--- config.mk ---
export PLATFORM = sky130hd
export DESIGN_NAME = tcsl_front
export DESIGN_NICKNAME = d
export VERILOG_FILES = /design/src/rtl/tcsl_pkg.sv /design/src/rtl/tcsl_front.sv
export SDC_FILE = /design/constraint.sdc
export NUM_CORES = 1
export LEC_CHECK = 0
export BUFFER_PORTS_ARGS = -buffer_cell sky130_fd_sc_hd__buf_4
export CAP_MARGIN = 20
export CORE_MARGIN = 10
export CORE_UTILIZATION = 40
export DETAILED_ROUTE_END_ITERATION = 16
export GPL_ROUTABILITY_DRIVEN = 1
export PLACE_DENSITY = 0.71
export SYNTH_ARGS = -nofsm -noshare
export SYNTH_HDL_FRONTEND = slang
export SYNTH_SLANG_ARGS = --single-unit
--- constraint.sdc ---
create_clock -name clk -period 4.5 [get_ports clk]
set_input_delay 0.225 -clock clk [delete_from_list [all_inputs] [get_ports clk]]
set_output_delay 0.225 -clock clk [all_outputs]
set_load 0.1 [all_outputs]
--- src/rtl/tcsl_pkg.sv ---
package tcsl_pkg;

	// Field widths fixed by the item format.
	localparam int unsigned IDX_W = 8;
	localparam int unsigned KEY_W = 8;
	localparam int unsigned VAL_W = 32;

	// Node indexes are eight bits wide, so the table never holds more entries than this.
	localparam int unsigned TABLE_MAX = 256;

	// Default node count of the trie.
	localparam int unsigned NODES_DEF = 256;

	// Depth of the queue between the front and the back part.
	localparam int unsigned Q_DEPTH = 2;
	localparam int unsigned Q_AW = 1;

	// Item kinds on the input channel.
	localparam logic KIND_LOAD = 1'b0;
	localparam logic KIND_STEP = 1'b1;

	// One stored trie node.
	typedef struct packed {
		logic signed [KEY_W-1:0] key;
		logic [IDX_W-1:0] sibling;
		logic [IDX_W-1:0] child;
		logic [VAL_W-1:0] payload;
	} node_t;

	// What the back part must do with a queued item.
	typedef enum logic [1:0] {
		OP_LOAD,
		OP_WALK,
		OP_ZERO
	} item_op_t;

	// One classified item as it waits in the queue.
	typedef struct packed {
		item_op_t op;
		logic [IDX_W-1:0] node_index;
		node_t entry;
	} item_t;

	// States of the walk sequencer.
	typedef enum logic [1:0] {
		BK_IDLE,
		BK_CHILD,
		BK_SIB,
		BK_EMIT
	} back_state_t;

	// A node index names a real node when it is nonzero and below the node count.
	function automatic logic node_ok(logic [IDX_W-1:0] idx, int unsigned nodes);
		logic [31:0] wide;
		wide = {{(32-IDX_W){1'b0}}, idx};
		return (idx != '0) && (wide < nodes);
	endfunction

	// Number of table entries that storage needs for a given node count.
	function automatic int unsigned table_depth(int unsigned nodes);
		return (nodes < TABLE_MAX) ? nodes : TABLE_MAX;
	endfunction

endpackage

--- src/rtl/tcsl_front.sv ---
module tcsl_front #(
	parameter int unsigned NODES = tcsl_pkg::NODES_DEF
) (
	input  logic                              clk,
	input  logic                              arst_n,
	input  logic                              in_valid,
	output logic                              in_stall,
	input  logic                              kind,
	input  logic [tcsl_pkg::IDX_W-1:0]        node_index,
	input  logic signed [tcsl_pkg::KEY_W-1:0] key_char,
	input  logic [tcsl_pkg::IDX_W-1:0]        sibling_link,
	input  logic [tcsl_pkg::IDX_W-1:0]        child_link,
	input  logic [tcsl_pkg::VAL_W-1:0]        payload_value,
	output logic                              q_valid,
	output tcsl_pkg::item_t                   q_item,
	input  logic                              q_pop
);

	tcsl_pkg::item_t item_d;
	logic drop;
	logic push;
	logic [31:0] idx_wide;

	tcsl_pkg::item_t slot_q [tcsl_pkg::Q_DEPTH];
	logic [tcsl_pkg::Q_AW-1:0] wr_ptr_q;
	logic [tcsl_pkg::Q_AW-1:0] rd_ptr_q;
	logic [tcsl_pkg::Q_AW:0] count_q;

	assign idx_wide = {{(32-tcsl_pkg::IDX_W){1'b0}}, node_index};

	// Classify the incoming item. Loads beyond the table are dropped here, and steps
	// from a node that does not exist turn into a plain zero result.
	always_comb begin
		item_d.node_index    = node_index;
		item_d.entry.key     = key_char;
		item_d.entry.sibling = sibling_link;
		item_d.entry.child   = child_link;
		item_d.entry.payload = payload_value;
		drop                 = 1'b0;
		if (kind == tcsl_pkg::KIND_LOAD) begin
			item_d.op = tcsl_pkg::OP_LOAD;
			drop      = !(idx_wide < NODES);
		end else if (tcsl_pkg::node_ok(node_index, NODES)) begin
			item_d.op = tcsl_pkg::OP_WALK;
		end else begin
			item_d.op = tcsl_pkg::OP_ZERO;
		end
	end

	assign in_stall = (count_q == (tcsl_pkg::Q_AW+1)'(tcsl_pkg::Q_DEPTH));
	assign push     = in_valid && !in_stall && !drop;
	assign q_valid  = (count_q != '0);
	assign q_item   = slot_q[rd_ptr_q];

	// Queue storage.
	always_ff @(posedge clk) begin
		if (push) begin
			slot_q[wr_ptr_q] <= item_d;
		end
	end

	// Queue pointers and fill count.
	always_ff @(posedge clk or negedge arst_n) begin
		if (!arst_n) begin
			wr_ptr_q <= '0;
			rd_ptr_q <= '0;
			count_q  <= '0;
		end else begin
			if (push) begin
				wr_ptr_q <= wr_ptr_q + 1'b1;
			end
			if (q_pop) begin
				rd_ptr_q <= rd_ptr_q + 1'b1;
			end
			if (push && !q_pop) begin
				count_q <= count_q + 1'b1;
			end else if (q_pop && !push) begin
				count_q <= count_q - 1'b1;
			end
		end
	end

endmodule

# Word level (Yosys, flattened, before mapping)
# Memories as Yosys holds them, arrays and structs flattened.
# Cells that the tools add are included.
[word_totals]
register_bits = 4
ramBits = 132
inputBits = 69
wordCells = 29
n_memories = 1
[memory_table]
columns = ["name", "depth", "width", "read_ports", "rd_ports_with_merged_regs", "wr", "line", "text"]
rows = [
  ["slot_q", 2, 66, 1, 0, 1, "tcsl_front.sv:24", "tcsl_pkg::item_t slot_q [tcsl_pkg::Q_DEPTH];"],
]
[op_classes]
n_addsub = 4
order_cmp = 1
eq_ne = 1
n_mux = 7
reduce_logical = 12
[ops]
columns = ["cell", "n"]
rows = [
  ["< comparator 8 x 9 -> 1 bit, second input constant", 1],
  ["2-to-1 mux 2 bit", 4],
  ["nonzero test 8 bit", 1],
  ["logical NOT 1 bit", 5],
  ["logical AND 1 bit", 4],
  ["nonzero test 2 bit", 2],
  ["2-to-1 mux 1 bit", 3],
  ["adder 1 bit, second input constant", 2],
  ["adder 2 x 1 -> 2 bit, second input constant", 1],
  ["== test 2 bit, second input constant", 1],
  ["subtractor 2 x 1 -> 2 bit, second input constant", 1],
]

# Logic depth before layout (Yosys ltp)
[logic_depth]
ltp_word = 9
mapped_depth = 7
depth_no_buf = 7

# Worst setup path before layout
# OpenSTA, ideal clock, no wires.
[synth_path]
path_type = "reg-to-reg"
startpoint = "register count_q[0] (netlist name)"
endpoint = "memory slot_q[0][0] (netlist name), enable pin"
setup_time_ns = 0.490
arrival_time_ns = 3.382
path_slack_ns = 0.628
stages_incl_launch_ff = 4
synth_period_minus_slack_ns = 3.872
cell_sequence = "dfrtp_1 -> nand2b_1 -> nand2_1 -> nor2_1"
[synth_between]
elab_chain_cells = 6
[synth_rtl]
columns = ["element", "line", "text"]
rows = [
  ["start, declared", "tcsl_front.sv:27", "logic [tcsl_pkg::Q_AW:0] count_q;"],
  ["start signal, assigned", "tcsl_front.sv:76", "count_q <= count_q + 1'b1;"],
  ["start signal, assigned", "tcsl_front.sv:78", "count_q <= count_q - 1'b1;"],
  ["== test 2 bit", "tcsl_front.sv:50", "assign in_stall = (count_q == (tcsl_pkg::Q_AW+1)'(tcsl_pkg::Q_DEPTH));"],
  ["logical NOT 1 bit", "tcsl_front.sv:51", "assign push = in_valid && !in_stall && !drop;"],
  ["logical AND 1 bit (2 in a row)", "tcsl_front.sv:51", ""],
  ["2-to-1 mux 1 bit", "tcsl_front.sv:57", "if (push) begin"],
  ["2-to-1 mux 1 bit (not written as such)", "tcsl_front.sv:58", "slot_q[wr_ptr_q] <= item_d;"],
  ["end, declared", "tcsl_front.sv:24", ""],
]
# Every way passes these cells.

==> metrics.txt <==
# TYPE chip_impl_metric gauge
chip_impl_info{name="status",value="complete, no violations"} 1
chip_impl_metric{name="syn_inst",unit=""} 228
chip_impl_metric{name="layout_min_cycle_time",unit="ns"} 2.499
chip_impl_metric{name="critical_path_required",unit="ns"} 4.28
chip_impl_info{name="critical_path.startpoint_type",value="flip-flop"} 1
chip_impl_metric{name="areaGrowthSynthToFinish",unit="%"} 48.31
chip_impl_metric{name="fin_worst_skew",unit="ns"} 0.008470
chip_impl_metric{name="detail-route-antenna-nets",unit=""} 0
chip_impl_metric{name="grt_antenna_before_repair",unit=""} 0
chip_impl_metric{name="drive_above_1_share",unit="%"} 51.77
chip_impl_metric{name="syn_area_per_cell",unit="um^2"} 22.37
chip_impl_info{name="critical_path.cell_chain",value="mux2_2, buf_4"} 1
chip_impl_metric{name="worstPathBufferInverterCount",unit=""} 1
chip_impl_metric{name="sum_of_routed_wire_length_over_all_layers",unit="mm"} 10.51
chip_impl_metric{name="die_height",unit="um"} 132.9
chip_impl_info{name="min-delay-path-class",value="input port to flip-flop"} 1
chip_impl_metric{name="cts.sinks",unit=""} 136
chip_impl_metric{name="groute.usage.overall",unit="%"} 11.72
chip_impl_metric{name="route.detailed.vias_per_inst",unit=""} 4.487
chip_impl_metric{name="post_cts.repair.setup_buffers",unit=""} 0
chip_impl_metric{name="multi_input_comb_area",unit="um^2"} 980.9
chip_impl_metric{name="cts_inserted_buffers",unit=""} 17
chip_impl_metric{name="grt_first_pass_wirelength",unit="mm"} 16.25
chip_impl_metric{name="slowest_delay",unit="ns"} 1.12
chip_impl_metric{name="core_region_area",unit="um^2"} 12570
chip_impl_metric{name="slew_headroom",unit="%"} 27.51
chip_impl_metric{name="mappedNetlistNets",unit=""} 298
chip_impl_metric{name="first_global_vias",unit=""} 3216
chip_impl_metric{name="utilization",unit="%"} 60.18
chip_impl_metric{name="final-max-slew-violation-count",unit=""} 0
chip_impl_info{name="cts.root.buffer_cell",value="clkbuf_16"} 1
chip_impl_info{name="cp_top_family",value="flip-flops"} 1
chip_impl_metric{name="detailedRoute.firstIterationViolations",unit=""} 115
chip_impl_metric{name="drc",unit=""} 0
chip_impl_metric{name="clkTransAtPathRegs",unit="ns"} 0.05
chip_impl_metric{name="synth_warnings",unit=""} 0
chip_impl_metric{name="numPortBuffers",unit=""} 136
chip_impl_metric{name="finalSetupViolations",unit=""} 0
chip_impl_info{name="cp_slowest_cell",value="dfrtp_4"} 1
chip_impl_metric{name="upper_clock_frequency_limit",unit="MHz"} 400.1
chip_impl_metric{name="fin_tns_setup",unit="ns"} 0
chip_impl_metric{name="fillerInstances",unit=""} 928
chip_impl_metric{name="grt_start_max_net_pins",unit=""} 68
chip_impl_info{name="tritoncts",value="done"} 1
chip_impl_metric{name="clock_latency",unit="ns"} 0.41
chip_impl_metric{name="synthesized_cell_area",unit="um^2"} 5100
chip_impl_metric{name="grt_overflow_total",unit=""} 0
chip_impl_metric{name="ys_ff_latch",unit=""} 136
chip_impl_metric{name="initial_core_util",unit="%"} 40.58
chip_impl_info{name="grt_setup_unrepaired",value="no"} 1
chip_impl_metric{name="io-pin-count",unit=""} 137
chip_impl_metric{name="insertedDiodeCount",unit=""} 0
chip_impl_metric{name="floorplan.die_area",unit="um^2"} 17670
chip_impl_metric{name="ctsHtreeMaxLevel",unit=""} 4
chip_impl_metric{name="clk_path_buf_depth",unit=""} 2
chip_impl_metric{name="detailed_place_hpwl",unit="mm"} 6.494
chip_impl_metric{name="finalWeightedCongestion",unit=""} 0.6774
chip_impl_info{name="critical_path.endpoint_type",value="primary output"} 1
chip_impl_metric{name="worst_pin_slew",unit="ns"} 1.087
chip_impl_metric{name="worst-endpoint-arrival",unit="ns"} 2.27
chip_impl_metric{name="synthDistinctLibCells",unit=""} 18
chip_impl_info{name="worst-setup-path-type",value="flip-flop to primary output"} 1
chip_impl_metric{name="synth-seq-area-share",unit="%"} 79.69
chip_impl_metric{name="floorplan.die.width",unit="um"} 132.9
chip_impl_metric{name="wl_per_instance",unit="um"} 16.84
chip_impl_metric{name="final_layout_net_count",unit=""} 509
chip_impl_metric{name="firstDrtPassIters",unit=""} 4
chip_impl_metric{name="ff_latch_area",unit="um^2"} 4068
chip_impl_metric{name="timing_hold_violations_final",unit=""} 0
chip_impl_metric{name="drv_cap",unit=""} 0
chip_impl_metric{name="fin_crit_sh",unit="%"} 55.54
chip_impl_metric{name="rows",unit=""} 41
chip_impl_metric{name="via_count",unit=""} 2800
chip_impl_metric{name="critical_path_peak_fanout",unit=""} 67
path summary, 6_finish.rpt:
kind                                        startpoint                       to  depth (start not counted)  slack [ns]
worst min register to register  count_q[1]$_DFFE_PN0P_   count_q[1]$_DFFE_PN0P_                          1        0.53
worst min-delay path                     node_index[4]  slot_q[0][60]$_DFFE_PP_                          1        0.02
min in group asynchronous                       arst_n   count_q[0]$_DFFE_PN0P_                          2        0.19
worst max-delay path              rd_ptr_q$_DFFE_PN0P_               q_item[48]                          2        2.00
worst max register to register  count_q[0]$_DFFE_PN0P_  slot_q[0][15]$_DFFE_PP_                          4        2.28
max in group asynchronous                       arst_n     rd_ptr_q$_DFFE_PN0P_                          2        4.18
flip-flops by register name, summed over array words and instances (netlist names):
register  flops
count_q       2
wr_ptr_q      1
slot_q      132
rd_ptr_q      1
final cells by class:
cell class              instances  share of cell area (%)
flip-flops and latches        136                   53.78
repair buffers                199                   21.80
multi-input cells              82                   12.97
clock buffers                  24                   6.237
well taps                     172                   2.845
clock inverters                 8                   2.217
inverters                       3                  0.1489
placed cells by master (no fill, tap or decap):
master,Yosys,final
nor2_4,0,1
and3_4,0,1
nor4_1,2,2
bufinv_16,0,5
dlygate4sd3_1,0,62
xor2_1,3,3
xnor2_1,2,2
nand2b_1,1,1
nand2_1,1,1
dfrtp_1,4,3
inv_1,3,3
and3_1,2,1
clkinv_2,0,2
clkinvlp_4,0,1
ha_1,1,1
buf_4,1,137
edfxtp_1,132,132
a21boi_0,1,1
clkbuf_1,0,5
clkbuf_8,0,2
clkbuf_16,0,17
mux2_2,36,36
or2_2,1,1
dfrtp_4,0,1
nor2_1,2,1
mux2_4,30,30
cell usage after synthesis:
cell	count	area, um^2
edfxtp_1	132	3964
buf_6	3	33.78
a21boi_0	1	7.510
nor2_1	2	7.510
mux2_2	36	405.4
xor2_1	3	26.28
mux2_4	30	450.4
buf_2	3	15.01
nand2b_1	1	6.260
buf_4	1	7.510
inv_1	3	11.26
nor4_1	2	12.51
dfrtp_1	4	100.1
or2_2	1	6.260
nand2_1	1	3.750
ha_1	1	12.51
xnor2_1	2	17.52
and3_1	2	12.51
what timing repair did:
item | in CTS | in global routing
resized for setup | 0 | 0
hold endpoints to repair | 125 | 0
hold buffers | 62 | 0
metal layers:
metal  track usage (%)  up-vias  wire, um
li1                  -     1318         -
met1             11.98     1369      4056
met2             20.31       99      5469
met3             5.413       14       814
met4             4.768        0       167
met5                 0        -         0
per-stage QoR:
stage	worst slack [ns]	hold WS, ns	cells	area, um^2
6_report	2.001	0.01969	624	7564
4_1_cts	1.967	0.0008193	624	7564
3_5_place_dp	2.281	0.02789	530	6304
2_1_floorplan	0.6279	-0.07059	228	5100
5_1_grt	1.925	0.003696	624	7564
3_3_place_gp	2.341	0.02372	530	6304
cell families after synthesis:
kind of cell,after synthesis,synth area share (%)
AOI/OAI and AO/OA,1,0.1473
and+or+nand+nor,9,0.9569
buffers and inverters,10,1.325
xor gates and xnor gates,5,0.8588
muxes,66,16.78
DFF,136,79.69
adders and majority gates,1,0.2453
Power is left out: the tool's default activity adds up to more than one toggle a clock period on the data nets, which glitch-free logic cannot reach.
