<file path="config.mk">
export PLATFORM = sky130hd
export DESIGN_NAME = tcsl_ram
export DESIGN_NICKNAME = d
export VERILOG_FILES = /design/src/rtl/tcsl_ram.sv
export SDC_FILE = /design/constraint.sdc
export NUM_CORES = 1
export LEC_CHECK = 0
export CAP_MARGIN = 0
export CORE_MARGIN = 4
export CORE_UTILIZATION = 50
export CTS_BUF_LIST = sky130_fd_sc_hd__clkbuf_4
export DETAILED_ROUTE_END_ITERATION = 10
export DONT_BUFFER_PORTS = 1
export GPL_ROUTABILITY_DRIVEN = 0
export GPL_TIMING_DRIVEN = 0
export HOLD_SLACK_MARGIN = 0.15
export PLACE_DENSITY = 0.68
export SKIP_CTS_REPAIR_TIMING = 1
export SLEW_MARGIN = 40
export SYNTH_ARGS = -nofsm -noshare
export SYNTH_HDL_FRONTEND = slang
export SYNTH_SLANG_ARGS = --single-unit
export TNS_END_PERCENT = 50
</file>
<file path="constraint.sdc">
create_clock -name clk -period 0.8 [get_ports clk]
set_input_delay 0.04 -clock clk [delete_from_list [all_inputs] [get_ports clk]]
set_output_delay 0.04 -clock clk [all_outputs]
set_load 0.005 [all_outputs]
</file>
<file path="src/rtl/tcsl_ram.sv">
module tcsl_ram #(
	parameter int unsigned WIDTH = 8,
	parameter int unsigned DEPTH = 2
) (
	input  logic                     clk,
	input  logic                     we,
	input  logic [$clog2(DEPTH)-1:0] waddr,
	input  logic [WIDTH-1:0]         wdata,
	input  logic                     re,
	input  logic [$clog2(DEPTH)-1:0] raddr,
	output logic [WIDTH-1:0]         rdata
);

	logic [WIDTH-1:0] mem_q [DEPTH];
	logic [WIDTH-1:0] rdata_q;

	// One write port and one registered read port.
	always_ff @(posedge clk) begin
		if (we) begin
			mem_q[waddr] <= wdata;
		end
		if (re) begin
			rdata_q <= mem_q[raddr];
		end
	end

	assign rdata = rdata_q;

endmodule

</file>
# ---- After elaboration in Yosys (flattened, before gate mapping)
# Memories as Yosys holds them, arrays and structs flattened. A register that Yosys moved wholly into a read port is not among the register bits.
# Cells that the tools add are included.
dict set report totals {
  ff_bits 0
  mem_bits_rw 16
  inputBits 13
  out_inout_bits 8
  wordCells 3
  mem_count 1
}
dict set report op_classes {
  mux 2
}
# memory depth word_bits read_ports rd_clocked_by_memory_dff write_ports line
set memory_table {}
lappend memory_table {mem_q 2 8 1 1 1 14} ;# logic [WIDTH-1:0] mem_q [DEPTH];
# operator count
set ops {}
lappend ops {{2-to-1 mux 1 bit} 2}

# ---- Longest topological paths before layout
# Gate-level depths: netlist (run 1).
dict set report depth {
  word_depth 2
  depth_mapped 2
  ltp_nobuf 1
}

# ---- Least setup slack after synthesis (run 1)
# OpenSTA, ideal clock, no wires.
dict set report synth_timing {
  kind {register to register}
  from {memory mem_q[0][0]}
  to {register rdata_q[0] (netlist: rdata[0]) (read register of mem_q) (data pin)}
  setup_time_ns 0.260
  t_arrival_ns 0.590
  t_required_ns 0.540
  path_slack_ns -0.050
  path_stages_with_launch 2
  n_path_buf 0
  period_less_slack_ns 0.850
  path_cell_list {edfxtp_1 mux2_4}
}
# element line
set synth_rtl {}
lappend synth_rtl {{start, declared} 14}
lappend synth_rtl {{end, declared} 15} ;# logic [WIDTH-1:0] rdata_q;
# No word-level cell between the ends.

# ---- Worst setup path in the final report (run 1)
dict set report layout_timing {
  from {memory mem_q[0][5]}
  to {register rdata_q[5] (netlist: rdata[5]) (read register of mem_q) (data pin)}
}
# No word-level cell between the ends.

==> results of run 1 <==
## power by group
group	internal, mW	total, mW	switching (mW)
clock	0.175	0.475	0.300
sequential	1.48	1.51	0.0284
combinational	0.0905	0.140	0.0499
## layer usage
metal	part of all wire	track usage	vias to the layer above
met1	0.40	0.0838	161
met5	0	0	-
li1	-	-	162
met4	0.020	0.0968	0
met3	0.082	0.0542	2
met2	0.50	0.128	21
## cell usage after synthesis
cell	n	area share
and2_1	1	0.0072
buf_6	1	0.013
mux2_4	8	0.14
edfxtp_1	24	0.83
nor2b_1	1	0.0072
## logic make-up (layout without fill, tap and decap cells)
logic type | after synthesis | after routing | synth area share
flip-flops | 24 | 24 | 0.834
AND/OR/NAND/NOR | 2 | 2 | 0.0145
buffers and inverters | 1 | 13 | 0.0130
multiplexers | 8 | 8 | 0.139
## per-stage QoR
step / area (um2) / hold slack (ns) / std cells / setup slack, ns
after global routing: 997 / 0.0595 / 63 / -0.124
after CTS: 907 / -0.185 / 54 / -0.0983
after floorplan: 865 / 0.139 / 35 / -0.0504
after global placement: 885 / 0.139 / 51 / -0.119
after detailed placement: 885 / 0.139 / 51 / -0.185
final: 997 / 0.0699 / 63 / -0.0930
## state kept, by name (all words and copies together) (netlist names)
register and cells:
mem_q 16, rdata 8
## cells in the final DEF (no fill, tap or decap)
| cell | netlist | final |
|---|---|---|
| edfxtp_1 | 24 | 24 |
| clkbuf_4 | 0 | 3 |
| buf_6 | 1 | 1 |
| and2_1 | 1 | 1 |
| dlygate4sd3_1 | 0 | 9 |
| nor2b_1 | 1 | 1 |
| mux2_4 | 8 | 8 |
## layout make-up
class	instances	area, um2
buffer	1	11.3
clock buffer	3	22.5
fill	113	579
multi-input combinational	10	133
sequential	24	721
tap	16	20.0
timing repair buffer	9	90.1
## how the worst max path moves through the flow
stage	end	cells after the start	slack (ns)
after floorplan	rdata[0]	1	-0.05
after global placement	mem_q[0][2]	1	-0.12
after detailed placement	mem_q[0][2]	1	-0.19
after CTS	rdata[1]	1	-0.1
after global routing	rdata[1]	1	-0.12
final	rdata[5]	1	-0.09
==> impl_metrics.json, run 1 <==
{
  "cp_max_fo": 1,
  "clock_latency_ns": 0.29,
  "cap_violations": 0,
  "nNetsFinal": 62,
  "path_cells": "mux2_4",
  "vias": 346,
  "root_buffer": "clkbuf_4",
  "diodes": 0,
  "cp-start-kind": "flop",
  "cts_tree": "done",
  "slew_headroom": 0.547,
  "areaGrowthSynthToFinish_pct": 15.3,
  "fin_util": 0.633,
  "crit_required_ns": 0.86,
  "ant_nets": 0,
  "vias_per_cell": 5.49,
  "rsz0062_at_grt": "yes",
  "setup.reg_to_reg.worst_slack_ns": -0.09,
  "die_area_mm2": 0.00246,
  "initial_core_util": 0.548,
  "syn_area_per_cell_um2": 24.7,
  "htreeDepth": 1,
  "synth_seq_cells": 24,
  "period_share": 1.12,
  "drtIter0Drc": 5,
  "die_w_um": 49.6,
  "cp-end-kind": "flop",
  "finalSetupViolCount": 8,
  "status": "complete, but fails checks",
  "min_path_cells": 1,
  "worst_pin_slew_ns": 0.678,
  "reg2reg_depth": 1,
  "criticalPathCategory": "flop to flop",
  "timing.final.max_slew_violations": 0,
  "tns_ns": -0.684,
  "grt_pass1_vias": 345,
  "grt_max_degree": 13,
  "worstHoldStart": "waddr",
  "first_pass_iters": 4,
  "cts.sinks": 24,
  "rr_endpoint": "rdata[5]",
  "hold_class": "input pin to flop",
  "seq_area_frac_synth": 0.834,
  "coreArea_mm2": 0.00158,
  "crit_family": "flip-flops",
  "cellLeakagePower_nw": 0.356,
  "grt_use_total": 0.0899,
  "reg2reg_from": "mem_q[0][5]",
  "final_layout_size_suffix_gt1_frac": 0.255,
  "synth_cell_types": 5,
  "worstPathArrival_ns": 0.95,
  "crit_buf_inv": 0,
  "fin_crit_ns": 0.893,
  "violations": "negative setup slack",
  "die_h_um": 49.6,
  "crit_start": "mem_q[0][5]",
  "clock_skew_ns": 0.000739,
  "drt_wl_total_um": 929,
  "yosys_warnings": 0,
  "synth_area_um2": 865,
  "ir_worst_vdd_v": 0.00119,
  "antenna_found_initial": 0,
  "cpMaxStageDelayCell": "edfxtp_1",
  "wl_per_cell_um": 14.7,
  "rows": 14,
  "pin_count": 21,
  "clk_path_buf_depth": 2,
  "worstHoldEndpoint": "mem_q[0][3]",
  "layout_setup_ws_ns": -0.0930,
  "max_freq_mhz": 1120,
  "synth_nets": 48,
  "power.density_mw_per_mm2": 2130,
  "hold_violations": 0,
  "synthCells": 35,
  "crit_path_max_incr_delay_ns": 0.38,
  "grt_pass1_wl_um": 1480,
  "grt_remaining_overflow": 0,
  "cts_made_buffers": 3,
  "path_clk_slew_ns": 0.11,
  "drc": 0,
  "portBuffers": 0,
  "total_power_mw": 2.13
}
No activity file was read; power rests on OpenSTA's default activity.
==> run 2: changes to the inputs <==
- CTS_BUF_LIST: sky130_fd_sc_hd__clkbuf_4 -> sky130_fd_sc_hd__clkbuf_8
==> impl_metrics.json, run 2 (synthesis results as in run 1) <==
{
  "grt_pass1_wl_um": 1520,
  "total_power_mw": 2.32,
  "rsz0062_at_grt": "yes",
  "pwr-share-seq": 0.653,
  "regMostFlops": "mem_q",
  "clock_skew_ns": 0.00120,
  "fin_crit_ns": 0.892,
  "cts_made_buffers": 3,
  "wl_per_cell_um": 15.1,
  "tns_ns": -0.932,
  "criticalPathCategory": "flop to flop",
  "clkPwrFrac": 0.287,
  "final_common_cell": "edfxtp_1",
  "combPwrFrac": 0.060,
  "pin_count": 21,
  "antenna_found_initial": 0,
  "dp.cells": 51,
  "htreeDepth": 1,
  "timing.final.max_slew_violations": 0,
  "fin_util": 0.644,
  "mostFrequentLayoutCells": "edfxtp_1 (24), dlygate4sd3_1 (9), mux2_4 (8)",
  "worst_pin_slew_ns": 0.674,
  "largest_reg_flops": 16,
  "finalSetupViolCount": 16,
  "crit_required_ns": 0.81,
  "vias_per_cell": 5.44,
  "cp_max_fo": 1,
  "clk_path_buf_depth": 2,
  "crit_path_max_incr_delay_ns": 0.37,
  "period_share": 1.11,
  "rows": 14,
  "cts.sinks": 24,
  "coreArea_mm2": 0.00158,
  "grt_remaining_overflow": 0,
  "cap_violations": 0,
  "drc": 0,
  "first_pass_iters": 3,
  "crit_family": "flip-flops",
  "multi_input_area_um2": 133,
  "max_freq_mhz": 1120,
  "cp-start-kind": "flop",
  "die_area_mm2": 0.00246,
  "ir_worst_vdd_v": 0.00129,
  "die_w_um": 49.6,
  "nFillCells": 113,
  "final_layout_size_suffix_gt1_frac": 0.255,
  "root_buffer": "clkbuf_8",
  "layout_setup_ws_ns": -0.0918,
  "nNetsFinal": 62,
  "drt_wl_total_um": 953,
  "diodes": 0,
  "status": "complete, but fails checks",
  "grt_use_total": 0.0912,
  "path_cells": "mux2_4",
  "instances_no_fill": 63,
  "postPlaceCellArea_um2": 885,
  "cts_tree": "done",
  "worstPathArrival_ns": 0.91,
  "ant_nets": 0,
  "drtIter0Drc": 5,
  "crit_buf_inv": 0,
  "initial_core_util": 0.548,
  "portBuffers": 0,
  "swShare": 0.176,
  "areaGrowthSynthToFinish_pct": 17.5,
  "postLayoutCellArea_mm2": 0.00102,
  "clock_latency_ns": 0.26,
  "slew_headroom": 0.549,
  "power.density_mw_per_mm2": 2280,
  "hold_class": "input pin to flop",
  "cpMaxStageDelayCell": "edfxtp_1",
  "grt_max_degree": 13,
  "hold_violations": 0,
  "intPower_mw": 1.91,
  "cp-end-kind": "flop",
  "violations": "negative setup slack",
  "die_h_um": 49.6,
  "grt_pass1_vias": 342,
  "regArea_um2": 721,
  "cellLeakagePower_nw": 0.364,
  "vias": 343,
  "p_sw_mw": 0.408,
  "path_clk_slew_ns": 0.08
}
[run 2: changes by cell type in the layout (fill, tap and decap cells not counted)]
cell      previous run  this run
clkbuf_4             3         0
clkbuf_8             0         3
[run 2: worst paths after layout]
| check | from | endpoint | cells past startpoint | slack (ns) |
|---|---|---|---|---|
| min | waddr | mem_q[0][0] | 1 | 0.11 |
| min reg2reg | mem_q[1][6] | rdata[6] | 1 | 0.55 |
| max reg2reg | mem_q[0][5] | rdata[5] | 1 | -0.09 |
| max | mem_q[0][5] | rdata[5] | 1 | -0.09 |
[run 2: stage by stage]
stage | hold WS, ns | setup WS (ns)
3_5_place_dp | 0.139 | -0.185
4_1_cts | -0.132 | -0.0940
3_3_place_gp | 0.139 | -0.119
2_1_floorplan | 0.139 | -0.0504
6_report | 0.109 | -0.0918
5_1_grt | 0.123 | -0.120
[run 2: power groups by stage]
stage	combinational [mW]	clock, mW	sequential, mW
finish	0.140	0.666	1.51
global route	0.156	0.737	1.52
CTS	0.0971	0.677	1.52
detailed placement	0.0971	0	1.55
global placement	0.0936	0	1.54
floorplan	0.0860	0	1.53
[run 2: metal layers]
| metal | track usage | share of wire |
|---|---|---|
| met5 | 0 | 0 |
| met3 | 0.0542 | 0.073 |
| met2 | 0.130 | 0.50 |
| met1 | 0.0858 | 0.39 |
| met4 | 0.0968 | 0.038 |
[run 2: area by class of cell]
cell class | instances | area share
flip-flops and latches | 24 | 0.709
multi-input cells | 10 | 0.131
repair buffers | 9 | 0.0887
clock buffers | 3 | 0.0406
well taps | 16 | 0.0197
plain buffers | 1 | 0.0111
==> run 3: changes to the inputs <==
- PLACE_DENSITY: 0.68 -> unset
- clock period: 0.8 -> 0.83 ns (I/O delays scaled with it)
==> impl_metrics.json, run 3 (synthesis results as in run 1) <==
{
  "grt_max_degree": 13,
  "first_pass_iters": 3,
  "mostFrequentLayoutCells": "edfxtp_1 (24), dlygate4sd3_1 (9), mux2_4 (8)",
  "clk_path_buf_depth": 2,
  "cellLeakagePower_nw": 0.364,
  "rr_endpoint": "rdata[4]",
  "crit_path_max_incr_delay_ns": 0.37,
  "wl_per_cell_um": 15.5,
  "cts_made_buffers": 3,
  "die_area_mm2": 0.00246,
  "cp-start-kind": "flop",
  "instances_no_fill": 63,
  "clock_latency_ns": 0.25,
  "portBuffers": 0,
  "regMostFlops": "mem_q",
  "use_met1": 0.0646,
  "period_share": 1.08,
  "cts.sinks": 24,
  "violations": "negative setup slack",
  "grt_pass1_wl_um": 1370,
  "crit_family": "flip-flops",
  "busiest_layer": "met2",
  "cp_max_fo": 1,
  "htreeDepth": 1,
  "clock_skew_ns": 0.000592,
  "path_clk_slew_ns": 0.07,
  "rows": 14,
  "grt.met2_usage": 0.141,
  "criticalPathCategory": "flop to flop",
  "initial_core_util": 0.548,
  "grt_pass1_vias": 338,
  "finalSetupViolCount": 16,
  "power.density_mw_per_mm2": 2180,
  "cpMaxStageDelayCell": "edfxtp_1",
  "cap_violations": 0,
  "vias_per_cell": 5.41,
  "final_layout_size_suffix_gt1_frac": 0.255,
  "crit_path_end": "rdata[4]",
  "diodes": 0,
  "cts_tree": "done",
  "total_power_mw": 2.21,
  "cp.depth": 1,
  "drt_wl_total_um": 977,
  "vias": 341,
  "tns_ns": -0.679,
  "root_buffer": "clkbuf_8",
  "slew_headroom": 0.559,
  "hold_class": "input pin to flop",
  "rsz0062_at_grt": "yes",
  "path_cells": "mux2_4",
  "antenna_found_initial": 0,
  "whs_ns": 0.116,
  "crit_start": "mem_q[0][4]",
  "cp-end-kind": "flop",
  "ant_nets": 0,
  "fin_crit_ns": 0.896,
  "reg2reg_depth": 1,
  "worstPathArrival_ns": 0.90,
  "grt_use_total": 0.0792,
  "drtIter0Drc": 2,
  "ir_worst_vdd_v": 0.00149,
  "crit_buf_inv": 0,
  "setup.reg_to_reg.worst_slack_ns": -0.07,
  "final_common_cell": "edfxtp_1",
  "drc": 0,
  "nNetsFinal": 62,
  "largest_reg_flops": 16,
  "fin_util": 0.644,
  "status": "complete, but fails checks",
  "crit_required_ns": 0.83,
  "use_met3": 0.0512,
  "die_h_um": 49.6,
  "grt_remaining_overflow": 0,
  "dp.cells": 51,
  "layout_setup_ws_ns": -0.0659,
  "hold_violations": 0,
  "pin_count": 21,
  "die_w_um": 49.6,
  "max_freq_mhz": 1120,
  "areaGrowthSynthToFinish_pct": 17.5,
  "coreArea_mm2": 0.00158,
  "worst_pin_slew_ns": 0.661,
  "timing.final.max_slew_violations": 0,
  "reg2reg_from": "mem_q[0][4]"
}
run 3: metrics by stage:
step / setup WS (ns) / area, um2
2_1_floorplan: -0.0204 / 865
3_3_place_gp: -0.0811 / 885
3_5_place_dp: -0.134 / 885
4_1_cts: -0.0729 / 926
5_1_grt: -0.0909 / 1020
6_report: -0.0659 / 1020
run 3: metal layers:
layer,up-vias,share of wire
met3,2,0.079
met4,0,0.0051
met2,21,0.51
met5,-,0
met1,157,0.40
li1,161,-
run 3: cell type report:
cell class	instances	area, um2
plain buffers	1	11.3
clock buffers	3	41.3
fillers	111	561
multi-input cells	10	133
flip-flops and latches	24	721
well taps	16	20.0
repair buffers	9	90.1
run 3: worst min-delay path by stage:
stage / to / from / slack [ns] / cells after the start
CTS: mem_q[0][6] / wdata[6] / -0.12 / 0
detailed placement: mem_q[1][2] / wdata[2] / 0.14 / 0
floorplan: mem_q[0][0] / wdata[0] / 0.14 / 0
global placement: mem_q[0][3] / wdata[3] / 0.14 / 0
global route: mem_q[0][3] / waddr / 0.12 / 1
finish: mem_q[0][3] / waddr / 0.12 / 1
run 3: where the power goes:
group | switching [mW] | leakage [nW] | internal [mW]
Clock | 0.293 | 0.0216 | 0.322
Combinational | 0.0506 | 0.114 | 0.0874
Sequential | 0.0274 | 0.228 | 1.43
Total | 0.371 | 0.364 | 1.84
