<file path="config.mk">
export PLATFORM = sky130hd
export DESIGN_NAME = tcsl_back
export DESIGN_NICKNAME = d
export VERILOG_FILES = /design/src/rtl/tcsl_pkg.sv /design/src/rtl/tcsl_back.sv
export SDC_FILE = /design/constraint.sdc
export NUM_CORES = 1
export LEC_CHECK = 0
export BUFFER_PORTS_ARGS = -buffer_cell sky130_fd_sc_hd__buf_2
export CELL_PAD_IN_SITES_DETAIL_PLACEMENT = 1
export CELL_PAD_IN_SITES_GLOBAL_PLACEMENT = 2
export CORE_AREA = 5 5 133 135
export DETAILED_ROUTE_END_ITERATION = 10
export DIE_AREA = 0 0 138 140
export PLACE_DENSITY = 0.93
export SLEW_MARGIN = 15
export SYNTH_ARGS = -nofsm -noshare
export SYNTH_HDL_FRONTEND = slang
export SYNTH_SLANG_ARGS = --single-unit
</file>
<file path="constraint.sdc">
create_clock -name clk -period 10 [get_ports clk]
set_input_delay 0.5 -clock clk [delete_from_list [all_inputs] [get_ports clk]]
set_output_delay 0.5 -clock clk [all_outputs]
set_load 0.01 [all_outputs]
</file>
<file path="src/rtl/tcsl_pkg.sv">
package tcsl_pkg;

	// Field widths fixed by the item format.
	localparam int unsigned IDX_W = 8;
	localparam int unsigned KEY_W = 8;
	localparam int unsigned VAL_W = 32;

	// Node indexes are eight bits wide, so the table never holds more entries than this.
	localparam int unsigned TABLE_MAX = 256;

	// Default node count of the trie.
	localparam int unsigned NODES_DEF = 256;

	// Depth of the queue between the front and the back part.
	localparam int unsigned Q_DEPTH = 2;
	localparam int unsigned Q_AW = 1;

	// Item kinds on the input channel.
	localparam logic KIND_LOAD = 1'b0;
	localparam logic KIND_STEP = 1'b1;

	// One stored trie node.
	typedef struct packed {
		logic signed [KEY_W-1:0] key;
		logic [IDX_W-1:0] sibling;
		logic [IDX_W-1:0] child;
		logic [VAL_W-1:0] payload;
	} node_t;

	// What the back part must do with a queued item.
	typedef enum logic [1:0] {
		OP_LOAD,
		OP_WALK,
		OP_ZERO
	} item_op_t;

	// One classified item as it waits in the queue.
	typedef struct packed {
		item_op_t op;
		logic [IDX_W-1:0] node_index;
		node_t entry;
	} item_t;

	// States of the walk sequencer.
	typedef enum logic [1:0] {
		BK_IDLE,
		BK_CHILD,
		BK_SIB,
		BK_EMIT
	} back_state_t;

	// A node index names a real node when it is nonzero and below the node count.
	function automatic logic node_ok(logic [IDX_W-1:0] idx, int unsigned nodes);
		logic [31:0] wide;
		wide = {{(32-IDX_W){1'b0}}, idx};
		return (idx != '0) && (wide < nodes);
	endfunction

	// Number of table entries that storage needs for a given node count.
	function automatic int unsigned table_depth(int unsigned nodes);
		return (nodes < TABLE_MAX) ? nodes : TABLE_MAX;
	endfunction

endpackage

</file>
<file path="src/rtl/tcsl_back.sv">
module tcsl_back #(
	parameter int unsigned NODES = tcsl_pkg::NODES_DEF
) (
	input  logic                                                  clk,
	input  logic                                                  arst_n,
	input  logic                                                  q_valid,
	input  tcsl_pkg::item_t                                       q_item,
	output logic                                                  q_pop,
	output logic                                                  ram_we,
	output logic [$clog2(tcsl_pkg::table_depth(NODES))-1:0]       ram_waddr,
	output tcsl_pkg::node_t                                       ram_wdata,
	output logic                                                  ram_re,
	output logic [$clog2(tcsl_pkg::table_depth(NODES))-1:0]       ram_raddr,
	input  tcsl_pkg::node_t                                       ram_rdata,
	output logic                                                  out_valid,
	input  logic                                                  out_stall,
	output logic [tcsl_pkg::IDX_W-1:0]                            next_node,
	output logic [tcsl_pkg::VAL_W-1:0]                            match_value
);

	localparam int unsigned AW = $clog2(tcsl_pkg::table_depth(NODES));
	localparam int unsigned VW = $clog2(NODES + 1);
	localparam logic [VW-1:0] HOP_LIMIT = VW'(NODES);

	tcsl_pkg::back_state_t state_q;
	tcsl_pkg::back_state_t state_d;

	logic signed [tcsl_pkg::KEY_W-1:0] ch_q;
	logic [tcsl_pkg::IDX_W-1:0] cur_q;
	logic [VW-1:0] visited_q;
	logic [tcsl_pkg::IDX_W-1:0] res_node_q;
	logic [tcsl_pkg::VAL_W-1:0] res_val_q;
	logic out_valid_q;
	logic [tcsl_pkg::IDX_W-1:0] out_node_q;
	logic [tcsl_pkg::VAL_W-1:0] out_val_q;

	logic [tcsl_pkg::IDX_W-1:0] link;
	logic hop_ok;
	logic key_eq;
	logic key_gt;
	logic out_free;
	logic start_walk;
	logic hop;
	logic res_we;
	logic [tcsl_pkg::IDX_W-1:0] res_node_d;
	logic [tcsl_pkg::VAL_W-1:0] res_val_d;

	// The link to follow next and whether following it is still allowed.
	assign link   = (state_q == tcsl_pkg::BK_CHILD) ? ram_rdata.child : ram_rdata.sibling;
	assign hop_ok = tcsl_pkg::node_ok(link, NODES) && (visited_q < HOP_LIMIT);
	assign key_eq = (ram_rdata.key == ch_q);
	assign key_gt = (ram_rdata.key > ch_q);
	assign out_free = !out_valid_q || !out_stall;

	// Next state of the walk sequencer.
	always_comb begin
		state_d = state_q;
		unique case (state_q)
			tcsl_pkg::BK_IDLE: begin
				if (q_valid) begin
					unique case (q_item.op)
						tcsl_pkg::OP_WALK: state_d = tcsl_pkg::BK_CHILD;
						tcsl_pkg::OP_ZERO: state_d = tcsl_pkg::BK_EMIT;
						default:           state_d = tcsl_pkg::BK_IDLE;
					endcase
				end
			end
			tcsl_pkg::BK_CHILD: begin
				state_d = hop_ok ? tcsl_pkg::BK_SIB : tcsl_pkg::BK_EMIT;
			end
			tcsl_pkg::BK_SIB: begin
				priority if (key_eq || key_gt) begin
					state_d = tcsl_pkg::BK_EMIT;
				end else begin
					state_d = hop_ok ? tcsl_pkg::BK_SIB : tcsl_pkg::BK_EMIT;
				end
			end
			tcsl_pkg::BK_EMIT: begin
				if (out_free) begin
					state_d = tcsl_pkg::BK_IDLE;
				end
			end
			default: state_d = tcsl_pkg::BK_IDLE;
		endcase
	end

	// Queue pops, table accesses and result capture for each state.
	always_comb begin
		q_pop      = 1'b0;
		ram_we     = 1'b0;
		ram_re     = 1'b0;
		ram_raddr  = link[AW-1:0];
		start_walk = 1'b0;
		hop        = 1'b0;
		res_we     = 1'b0;
		res_node_d = '0;
		res_val_d  = '0;
		unique case (state_q)
			tcsl_pkg::BK_IDLE: begin
				q_pop = q_valid;
				if (q_valid) begin
					unique case (q_item.op)
						tcsl_pkg::OP_LOAD: ram_we = 1'b1;
						tcsl_pkg::OP_WALK: begin
							ram_re     = 1'b1;
							ram_raddr  = q_item.node_index[AW-1:0];
							start_walk = 1'b1;
						end
						default: res_we = 1'b1;
					endcase
				end
			end
			tcsl_pkg::BK_CHILD: begin
				if (hop_ok) begin
					ram_re = 1'b1;
					hop    = 1'b1;
				end else begin
					res_we = 1'b1;
				end
			end
			tcsl_pkg::BK_SIB: begin
				priority if (key_eq) begin
					res_we     = 1'b1;
					res_node_d = cur_q;
					res_val_d  = ram_rdata.payload;
				end else if (key_gt) begin
					res_we = 1'b1;
				end else if (hop_ok) begin
					ram_re = 1'b1;
					hop    = 1'b1;
				end else begin
					res_we = 1'b1;
				end
			end
			default: begin
			end
		endcase
	end

	assign ram_waddr = q_item.node_index[AW-1:0];
	assign ram_wdata = q_item.entry;

	// Walk registers and the pending result.
	always_ff @(posedge clk) begin
		if (start_walk) begin
			ch_q <= q_item.entry.key;
		end
		if (hop) begin
			cur_q <= link;
		end
		if (res_we) begin
			res_node_q <= res_node_d;
			res_val_q  <= res_val_d;
		end
		if (state_q == tcsl_pkg::BK_EMIT && out_free) begin
			out_node_q <= res_node_q;
			out_val_q  <= res_val_q;
		end
	end

	// Sequencer state, hop count and output valid.
	always_ff @(posedge clk or negedge arst_n) begin
		if (!arst_n) begin
			state_q     <= tcsl_pkg::BK_IDLE;
			visited_q   <= '0;
			out_valid_q <= 1'b0;
		end else begin
			state_q <= state_d;
			if (start_walk) begin
				visited_q <= '0;
			end else if (hop) begin
				visited_q <= visited_q + 1'b1;
			end
			if (state_q == tcsl_pkg::BK_EMIT && out_free) begin
				out_valid_q <= 1'b1;
			end else if (!out_stall) begin
				out_valid_q <= 1'b0;
			end
		end
	end

	assign out_valid   = out_valid_q;
	assign next_node   = out_node_q;
	assign match_value = out_val_q;

endmodule

</file>
======== After elaboration in Yosys (flattened, before gate mapping) ========
Index checks and enable logic that the tools add are counted.
storage, ports and cells
  flip-flop bits (word level) ............. 108
  bits in latches ......................... 0
  memory bits (writable) .................. 0
  bits in read-only memories .............. 0
  logic and storage cells ................. 66
  memories ................................ 0
cells by class
  $add $sub $neg .......................... 1
  $mul .................................... 0
  divide/modulo/power cells ............... 0
  magnitude comparators ................... 2
  equality and inequality tests ........... 9
  shifts and indexed selects .............. 0
  multiplexer cells ....................... 32
  bitwise logic cells ..................... 0
  reduce and logical (&&, ||, !) cells .... 13
operator list
  kind                 count
  $mux 8               4
  $mux 1               19
  $mux 9               2
  $add 9x1->9 const B  1
  $lt 9x9->1 const B   1
  $eq 8x8->1           1
  $gt 8x8->1           1
  $pmux 2 s4           1
  $reduce_bool 8->1    1
  $eq 2x2->1 const B   3
  $pmux 1 s3           2
  $eq 2x1->1 const B   2
  $logic_not 2->1      2
  $mux 2               2
  $ne 2x2->1 const B   2
  $pmux 2 s2           1
  $reduce_and 2->1     2
  $logic_and 1x1->1    2
  $logic_not 1->1      2
  $logic_or 1x1->1     2
  $ne 2x1->1 const B   1
  $pmux 1 s2           1
  $reduce_bool 2->1    1
  $reduce_or 2->1      1

======== Logic depth before layout (Yosys ltp) ========
Gate-level depths: netlist of run 1.
  depth in word-level cells ............... 10
  gate-level depth with buffers ........... 9

======== Worst setup path after synthesis of run 1 ========
OpenSTA, ideal clock, no wires.
  path kind ............................... reg2reg
  start ................................... register state_q[0]
  end ..................................... register out_val_q, in the netlist match_value[0], enable pin
  setup time .............................. 498 ps
  arrival time ............................ 3559 ps
  data required time ...................... 9502 ps
  setup slack ............................. 5942 ps
  cell stages (with the launch flop) ...... 3
  path buffers ............................ 0
  clock period less this slack ............ 4058 ps
  cells stage by stage .................... dfrtp_1 > ha_1 > a21boi_0
between the ends
  word-level cells in the longest chain between the ends .. 2
ends and longest elaborated chain
  element                   line              text
  start: declaration        tcsl_back.sv:25   tcsl_pkg::back_state_t state_q;
  start signal: assignment  tcsl_back.sv:164  state_q <= tcsl_pkg::BK_IDLE;
  start signal: assignment  tcsl_back.sv:168  state_q <= state_d;
  $eq 2x2->1                tcsl_back.sv:155  if (state_q == tcsl_pkg::BK_EMIT && out_free) begin
  $logic_and 1x1->1         tcsl_back.sv:155
  end signal: assignment    tcsl_back.sv:157  out_val_q <= res_val_q;
  end: declaration          tcsl_back.sv:35   logic [tcsl_pkg::VAL_W-1:0] out_val_q;
No other way between the ends.
A chain may end at the register's enable or synchronous reset.

======== Final worst setup path of run 1 ========
  start ................................... register state_q[1]
  end ..................................... register res_val_q[5] (netlist bit), enable pin
between the ends
  word-level cells in the longest chain between the ends .. 8
  elaborated cells between the ends (all ways) .. 10
ends and longest elaborated chain
  element                 line                                text
  $eq 2x1->1              tcsl_back.sv:49, tcsl_back.sv:98
  $mux 8                  tcsl_back.sv:49                     assign link = (state_q == tcsl_pkg::BK_CHILD) ? ram_rdata.child : ram_rdata.sibling;
  $reduce_bool 8->1       tcsl_pkg.sv:56                      return (idx != '0) && (wide < nodes);
  $logic_and 1x1->1       tcsl_back.sv:50                     assign hop_ok = tcsl_pkg::node_ok(link, NODES) && (visited_q < HOP_LIMIT);
  $mux 1                  tcsl_back.sv:114, tcsl_back.sv:128
  $mux 1                  tcsl_back.sv:126                    end else if (key_gt) begin
  $mux 1                  tcsl_back.sv:122                    priority if (key_eq) begin
  $pmux 1 s3 (*)          tcsl_back.sv:98                     unique case (state_q)
  net res_we              tcsl_back.sv:44                     logic res_we;
  end signal: assignment  tcsl_back.sv:153                    res_val_q <= res_val_d;
  end: declaration        tcsl_back.sv:32                     logic [tcsl_pkg::VAL_W-1:0] res_val_q;
Mark *: on every way through the listed nets, which the timed path passes. The rest lies on a longest branch.

==> results.py, run 1 <==
metrics = {
    "global_routing": {
        "grt_pass1_vias": 3270,
        "grt_usage": 0.113,
        "gr-total-overflow": 0,
        "grt_max_degree": 41,
        "antenna_found_initial": 0,
        "grt_pass1_wl_um": 17300,
    },
    "routing": {
        "vias": 2991,
        "drc": 0,
        "ant_nets": 0,
        "drtIter0Drc": 109,
        "firstDrtPassIters": 4,
        "finalWirelength_um": 11100,
        "routed_via_density": 4.40,
        "wire_per_inst_um": 16.4,
    },
    "placed_design": {
        "routabilityCongestion": 0.762,
        "dp_hpwl_um": 8720,
        "port-buffer-count": 145,
        "dpl_cell_area_um2": 5470,
        "pre_cts_slack_ps": 6300,
    },
    "cells_and_area": {
        "fillers": 1791,
        "syn2layout_area_growth_pct": 17.4,
        "n_antenna_cell": 0,
        "fin_util": 0.355,
        "final_cell_area_um2": 5810,
        "final_layout_size_suffix_gt1_frac": 0.400,
        "layout.nets": 597,
    },
    "floorplanning": {
        "io_pins": 242,
        "std_cell_rows": 47,
        "initial_core_util": 0.302,
        "core_area_um2": 16300,
        "dieArea_um2": 19300,
        "die_h_um": 140,
        "die_width_um": 138,
    },
    "setup_path": {
        "reg2reg_from": "state_q[1]$_DFFE_PN0P_",
        "max_stage_delay_ps": 610,
        "arrival_ps": 3440,
        "slowest_stage": "ha_1",
        "cp-end-kind": "register",
        "worstPathCellList": "inv_1, ha_1, or4b_1, o22ai_2, a21oi_4, o22ai_1, a21oi_1, nor2_4, buf_16",
        "critPathMaxFanout": 23,
        "rr_worst_depth": 9,
        "required_ps": 10050,
        "cp-start-kind": "register",
        "reg2reg_to": "res_val_q[5]$_SDFFCE_PN0P_",
        "critPathKind": "reg2reg",
        "ff2ff_setup_slack_ps": 6620,
    },
    "clock_tree": {
        "clk_pin_slew_ps": 80,
        "numCtsBuffers": 9,
        "cts.repair.resized": 0,
        "cts_hold_buffers": 0,
        "clockBufferDepth": 2,
        "clk_latency_ps": 350,
        "clockRootBuffer": "clkbuf_16",
        "htree_levels": 3,
        "cts_setup_buffers": 0,
        "cts_tree": "built",
        "cts_num_sinks": 108,
    },
    "synthesis": {
        "synth.top_cell.area_share": 0.583,
        "synth_cells": 368,
        "ys.warnings.count": 0,
        "syn_avg_cell_area_um2": 13.4,
        "synth_area_um2": 4940,
        "ys_ff_latch": 108,
        "yosysTopAreaCell": "edfxtp_1",
        "syn_nets": 510,
        "yosys-top-cells-area": "edfxtp_1 58%, buf_4 9.7%, dfrtp_1 6.1%",
        "ys_types": 41,
        "seq_area_frac_synth": 0.644,
    },
    "pwr": {
        "sequentialPowerShare": 0.502,
        "powerDensity_nw_per_um2": 235,
        "switching_share": 0.296,
        "p_int_mw": 0.959,
        "vdd_drop_max_uv": 107,
        "p_leak_nw": 2.37,
        "power_switching_mw": 0.404,
        "combPwrFrac": 0.227,
        "p_clk_frac": 0.271,
    },
    "sta": {
        "skew_ps": 7.61,
        "finalSetupTns_ps": 0,
        "relSlewSlack": 0.471,
        "hold-worst-slack_ps": 23.1,
        "final_max_slew_viol_count": 0,
        "post-route-min-period_ps": 3380,
        "worstMarginPinSlew_ps": 792,
        "final.period_utilization": 0.338,
        "max_freq_mhz": 296,
        "finalSetupViolations": 0,
        "finalHoldViolations": 0,
        "rsz0062_at_grt": "false",
        "setup_slack_ps": 6620,
    },
    "flow_run": {
        "cap_violations": 0,
    },
    "min_path": {
        "hp-class": "in2async",
    },
    "run_status": {
        "status": "finished clean",
    },
}
[placed cells by master, fill, tap and decap left out, drive strengths merged, types with 2 or more instances in the layout]
cell type  synthesis  routed
buf               66     148
nand2b             2       2
o31ai              3       3
mux2i              3       3
nand3              5       5
ha                16      16
nand2              9       9
edfxtp            96      96
nor3               2       2
or3                4       4
nor2              30      30
o21ai              9       9
nor4               2       2
or4                4       4
inv               19      23
clkbuf             6       9
a21oi             11      11
and3               4       4
mux2               8       8
nand4              4       4
and2              42      42
o22ai              3       3
dfrtp             12      12
[final cells by class]
class	instances	area (um2)	area share
Sequential cell	108	3180	0.548
Multi-Input combinational cell	169	1190	0.206
Timing Repair Buffer	148	768	0.132
Clock buffer	9	225	0.0388
Tap cell	220	275	0.0474
Inverter	19	71.3	0.0123
Clock inverter	7	88.8	0.0153
[sequential cells by signal (all words and copies together), names as in the netlist, 2 cells and up]
signal / cells
match_value: 32
res_val_q: 32
visited_q: 9
ch_q: 8
cur_q: 8
next_node: 8
res_node_q: 8
state_q: 2
[metrics by stage]
stage | std cells | total power, mW
6_report | 680 | 1.36
5_1_grt | 680 | 1.44
4_1_cts | 679 | 1.38
3_5_place_dp | 663 | 1.00
3_3_place_gp | 663 | 0.976
2_1_floorplan | 368 | 0.895
[how the worst max path moves through the flow]
stage | startpoint | end | cells after the start
global route | state_q[0]$_DFFE_PN0P_ | ram_raddr[0] | 8
global placement | state_q[1]$_DFFE_PN0P_ | res_val_q[15]$_SDFFCE_PN0P_ | 8
finish | state_q[1]$_DFFE_PN0P_ | res_val_q[5]$_SDFFCE_PN0P_ | 9
CTS | state_q[1]$_DFFE_PN0P_ | res_val_q[23]$_SDFFCE_PN0P_ | 8
floorplan | state_q[0]$_DFFE_PN0P_ | match_value[0]$_DFFE_PP_ | 2
detailed placement | state_q[1]$_DFFE_PN0P_ | res_val_q[23]$_SDFFCE_PN0P_ | 8
[Yosys cell counts]
master,number
mux2i_1,3
nand2b_1,2
a21oi_1,10
and3_1,4
a21boi_0,1
nor2_2,1
o31ai_1,3
o21ai_0,3
nand3_1,5
nor3_1,2
nand2_1,8
buf_4,64
dfrtp_1,12
o21ai_2,1
or4_1,4
o22ai_2,1
and2_1,42
a22o_1,1
o21ai_1,5
nand2_2,1
a21o_1,1
inv_1,19
or3_1,4
a211oi_2,1
a221oi_4,1
ha_1,16
nor2_1,29
buf_2,1
edfxtp_1,96
a21oi_4,1
nor4_1,1
mux2_2,8
nand4_2,1
o22ai_1,2
clkbuf_1,6
nor4_4,1
and2b_1,1
or4b_1,1
o211ai_1,1
nand4_1,3
buf_6,1
[cells by family (layout without fill, tap and decap cells)]
kind of cell | after synthesis | in the layout | synth area share
flops | 108 | 108 | 0.644
compound gates | 32 | 32 | 0.0471
fa+ha+maj | 16 | 16 | 0.0405
mux | 11 | 11 | 0.0243
simple gates | 110 | 110 | 0.125
buf+inv | 91 | 183 | 0.119
[power groups by stage]
stage	Combinational, mW	Sequential, mW	Clock [mW]
after global placement	0.288	0.688	0
after CTS	0.304	0.689	0.384
after detailed placement	0.303	0.699	0
after floorplan	0.189	0.707	0
final	0.310	0.684	0.369
after global routing	0.340	0.696	0.400
[layer usage]
metal  vias up  GRT usage  part of all wire
met5         -          0                 0
met4         0     0.0468             0.018
met3        20     0.0354             0.064
met2       148      0.200              0.51
met1      1418      0.127              0.41
li1       1405          -                 -
[critical path: cells and delay by family, from the launching register on]
family                     cells  cell delay, ps
AOI/OAI and AO/OA              4             720
and+or+nand+nor                2             980
DFF                            1             420
adders and majority gates      1             610
buffers and inverters          2             350
Note: power is estimated with default switching activity, not from simulation.
==> run 2: changes to the inputs <==
--- a/config.mk
+++ b/config.mk
@@ -8,10 +8,10 @@
 export BUFFER_PORTS_ARGS = -buffer_cell sky130_fd_sc_hd__buf_2
 export CELL_PAD_IN_SITES_DETAIL_PLACEMENT = 1
 export CELL_PAD_IN_SITES_GLOBAL_PLACEMENT = 2
-export CORE_AREA = 5 5 133 135
+export CORE_AREA = 5 5 144 146
 export DETAILED_ROUTE_END_ITERATION = 10
-export DIE_AREA = 0 0 138 140
-export PLACE_DENSITY = 0.93
+export DIE_AREA = 0 0 149 151
+export PLACE_DENSITY = 0.84
 export SLEW_MARGIN = 15
 export SYNTH_ARGS = -nofsm -noshare
 export SYNTH_HDL_FRONTEND = slang
==> constraint.sdc (replaced) <==
create_clock -name clk -period 2.7 [get_ports clk]
set_input_delay 0.135 -clock clk [delete_from_list [all_inputs] [get_ports clk]]
set_output_delay 0.135 -clock clk [all_outputs]
set_load 0.01 [all_outputs]
==> results.py, run 2 (synthesis gave the netlist of run 1 again) <==
metrics = {
    "run_status": {
        "status": "finished clean",
    },
    "global_routing": {
        "grt_pass1_vias": 3236,
        "grt_max_degree": 41,
        "antenna_found_initial": 0,
        "gr-total-overflow": 0,
        "grt_usage": 0.102,
        "grt_pass1_wl_um": 17600,
    },
    "routing": {
        "finalWirelength_um": 11500,
        "vias": 3045,
        "drtIter0Drc": 99,
        "firstDrtPassIters": 4,
        "ant_nets": 0,
        "routed_via_density": 4.11,
        "drc": 0,
        "wire_per_inst_um": 15.5,
    },
    "sta": {
        "final_max_slew_viol_count": 0,
        "final.period_utilization": 0.961,
        "skew_ps": 14.5,
        "worstMarginPinSlew_ps": 512,
        "finalHoldViolations": 0,
        "setup_slack_ps": 105,
        "relSlewSlack": 0.659,
        "max_freq_mhz": 385,
        "finalSetupTns_ps": 0,
        "finalSetupViolations": 0,
        "post-route-min-period_ps": 2590,
    },
    "cells_and_area": {
        "final_layout_size_suffix_gt1_frac": 0.405,
        "fin_cells": 741,
        "n_antenna_cell": 0,
        "fin_util": 0.314,
        "syn2layout_area_growth_pct": 22.3,
        "layout.nets": 613,
        "final_cell_area_um2": 6050,
        "most-common-layout-cells": "145 x buf_2, 96 x edfxtp_1, 42 x and2_1",
        "final_common_cell": "buf_2",
    },
    "placed_design": {
        "place_inst": 713,
        "pre_cts_slack_ps": 72.8,
        "dp_hpwl_um": 9070,
        "dpl_cell_area_um2": 5580,
        "routabilityCongestion": 0.741,
        "port-buffer-count": 145,
    },
    "setup_path": {
        "worstPathCellList": "inv_1, ha_4, or4_1, o22ai_4, a21oi_4, o22ai_2, a21oi_1, nor2_4, buf_12",
        "cp_top_family": "simple AND/OR/NAND/NOR gates",
        "arrival_ps": 2640,
        "slowest_stage": "or4_1",
        "max_stage_delay_ps": 570,
        "cp-start-kind": "register",
        "crit_buf_inv": 2,
        "critPathKind": "reg2reg",
        "cp-end-kind": "register",
        "critPathMaxFanout": 20,
        "required_ps": 2750,
    },
    "clock_tree": {
        "cts_tree": "built",
        "clockRootBuffer": "clkbuf_16",
        "clk_pin_slew_ps": 80,
        "htree_levels": 3,
        "clockBufferDepth": 2,
        "cts_num_sinks": 108,
        "clk_latency_ps": 350,
        "numCtsBuffers": 9,
    },
    "pwr": {
        "p_leak_nw": 2.45,
        "vdd_drop_max_uv": 279,
        "powerDensity_nw_per_um2": 852,
    },
    "floorplanning": {
        "dieArea_um2": 22500,
        "core_area_um2": 19300,
        "die_width_um": 149,
        "io_pins": 242,
        "std_cell_rows": 51,
        "die_h_um": 151,
        "initial_core_util": 0.257,
    },
    "flow_run": {
        "cap_violations": 0,
    },
    "min_path": {
        "hp-class": "in2reg",
    },
}
-- run 2: changes by cell type in the layout (fill, tap and decap cells not counted), sizes merged --
cell / before / now
dlygate4sd3: 0 / 9
clkbuf: 9 / 10
clkinvlp: 1 / 0
inv: 23 / 22
clkinv: 1 / 3
buf: 148 / 154
-- run 2: what timing repair did --
| item | CTS | global route |
|---|---|---|
| pin swaps | 1 | 1 |
| gates cloned | 0 | 2 |
| hold buffers | 9 | 0 |
| setup buffers | 1 | 0 |
| gates resized for setup | 0 | 2 |
| endpoints found under the setup margin | 1 | 40 |
| hold endpoints to repair | 20 | 0 |
-- run 2: worst register-to-register path, cell delays in order (launching register included) --
cell,delay (ps)
dfrtp_1,420
inv_1,110
ha_4,200
or4_1,580
o22ai_4,160
a21oi_4,120
o22ai_2,200
a21oi_1,90
nor2_4,200
buf_12,200
-- run 2: power by group --
part / total, mW / switching [mW] / internal, mW
Sequential: 2.54 / 0.135 / 2.40
Clock: 1.38 / 0.633 / 0.744
Combinational: 1.24 / 0.759 / 0.484
Total: 5.16 / 1.53 / 3.63
-- run 2: routing by layer --
metal / track usage / vias up / share of wire
met1: 0.119 / 1488 / 0.41
met3: 0.0416 / 8 / 0.065
met4: 0.0233 / 0 / 0.0088
met2: 0.176 / 120 / 0.52
li1: - / 1429 / -
met5: 0 / - / 0
-- run 2: final cells by class --
cell class	instances	area [um2]
Inverter	19	71.3
Clock buffer	9	225
Timing Repair Buffer	164	925
Clock inverter	7	92.6
Tap cell	265	332
Fill cell	2100	13200
Multi-Input combinational cell	169	1220
Sequential cell	108	3180
-- run 2: worst paths after layout --
path / startpoint / endpoint / slack [ps] / cells past startpoint
setup / recovery: state_q[1]$_DFFE_PN0P_ / res_val_q[26]$_SDFFCE_PN0P_ / 110 / 9
hold / removal: ram_rdata[22] / res_val_q[22]$_SDFFCE_PN0P_ / 70 / 2
setup reg to reg: state_q[1]$_DFFE_PN0P_ / res_val_q[26]$_SDFFCE_PN0P_ / 110 / 9
hold reg to reg: res_val_q[4]$_SDFFCE_PN0P_ / match_value[4]$_DFFE_PP_ / 420 / 0
max in group asynchronous: arst_n / visited_q[5]$_DFFE_PN0P_ / 2260 / 2
min in group asynchronous: arst_n / visited_q[8]$_DFFE_PN0P_ / 200 / 2
-- run 2: through the flow --
stage / power, mW / hold WS (ps)
after floorplan: 3.32 / -161
after global placement: 3.69 / 34.8
after detailed placement: 3.77 / 39.1
after CTS: 5.18 / 46.3
after global routing: 5.48 / 52.0
final: 5.16 / 68.1
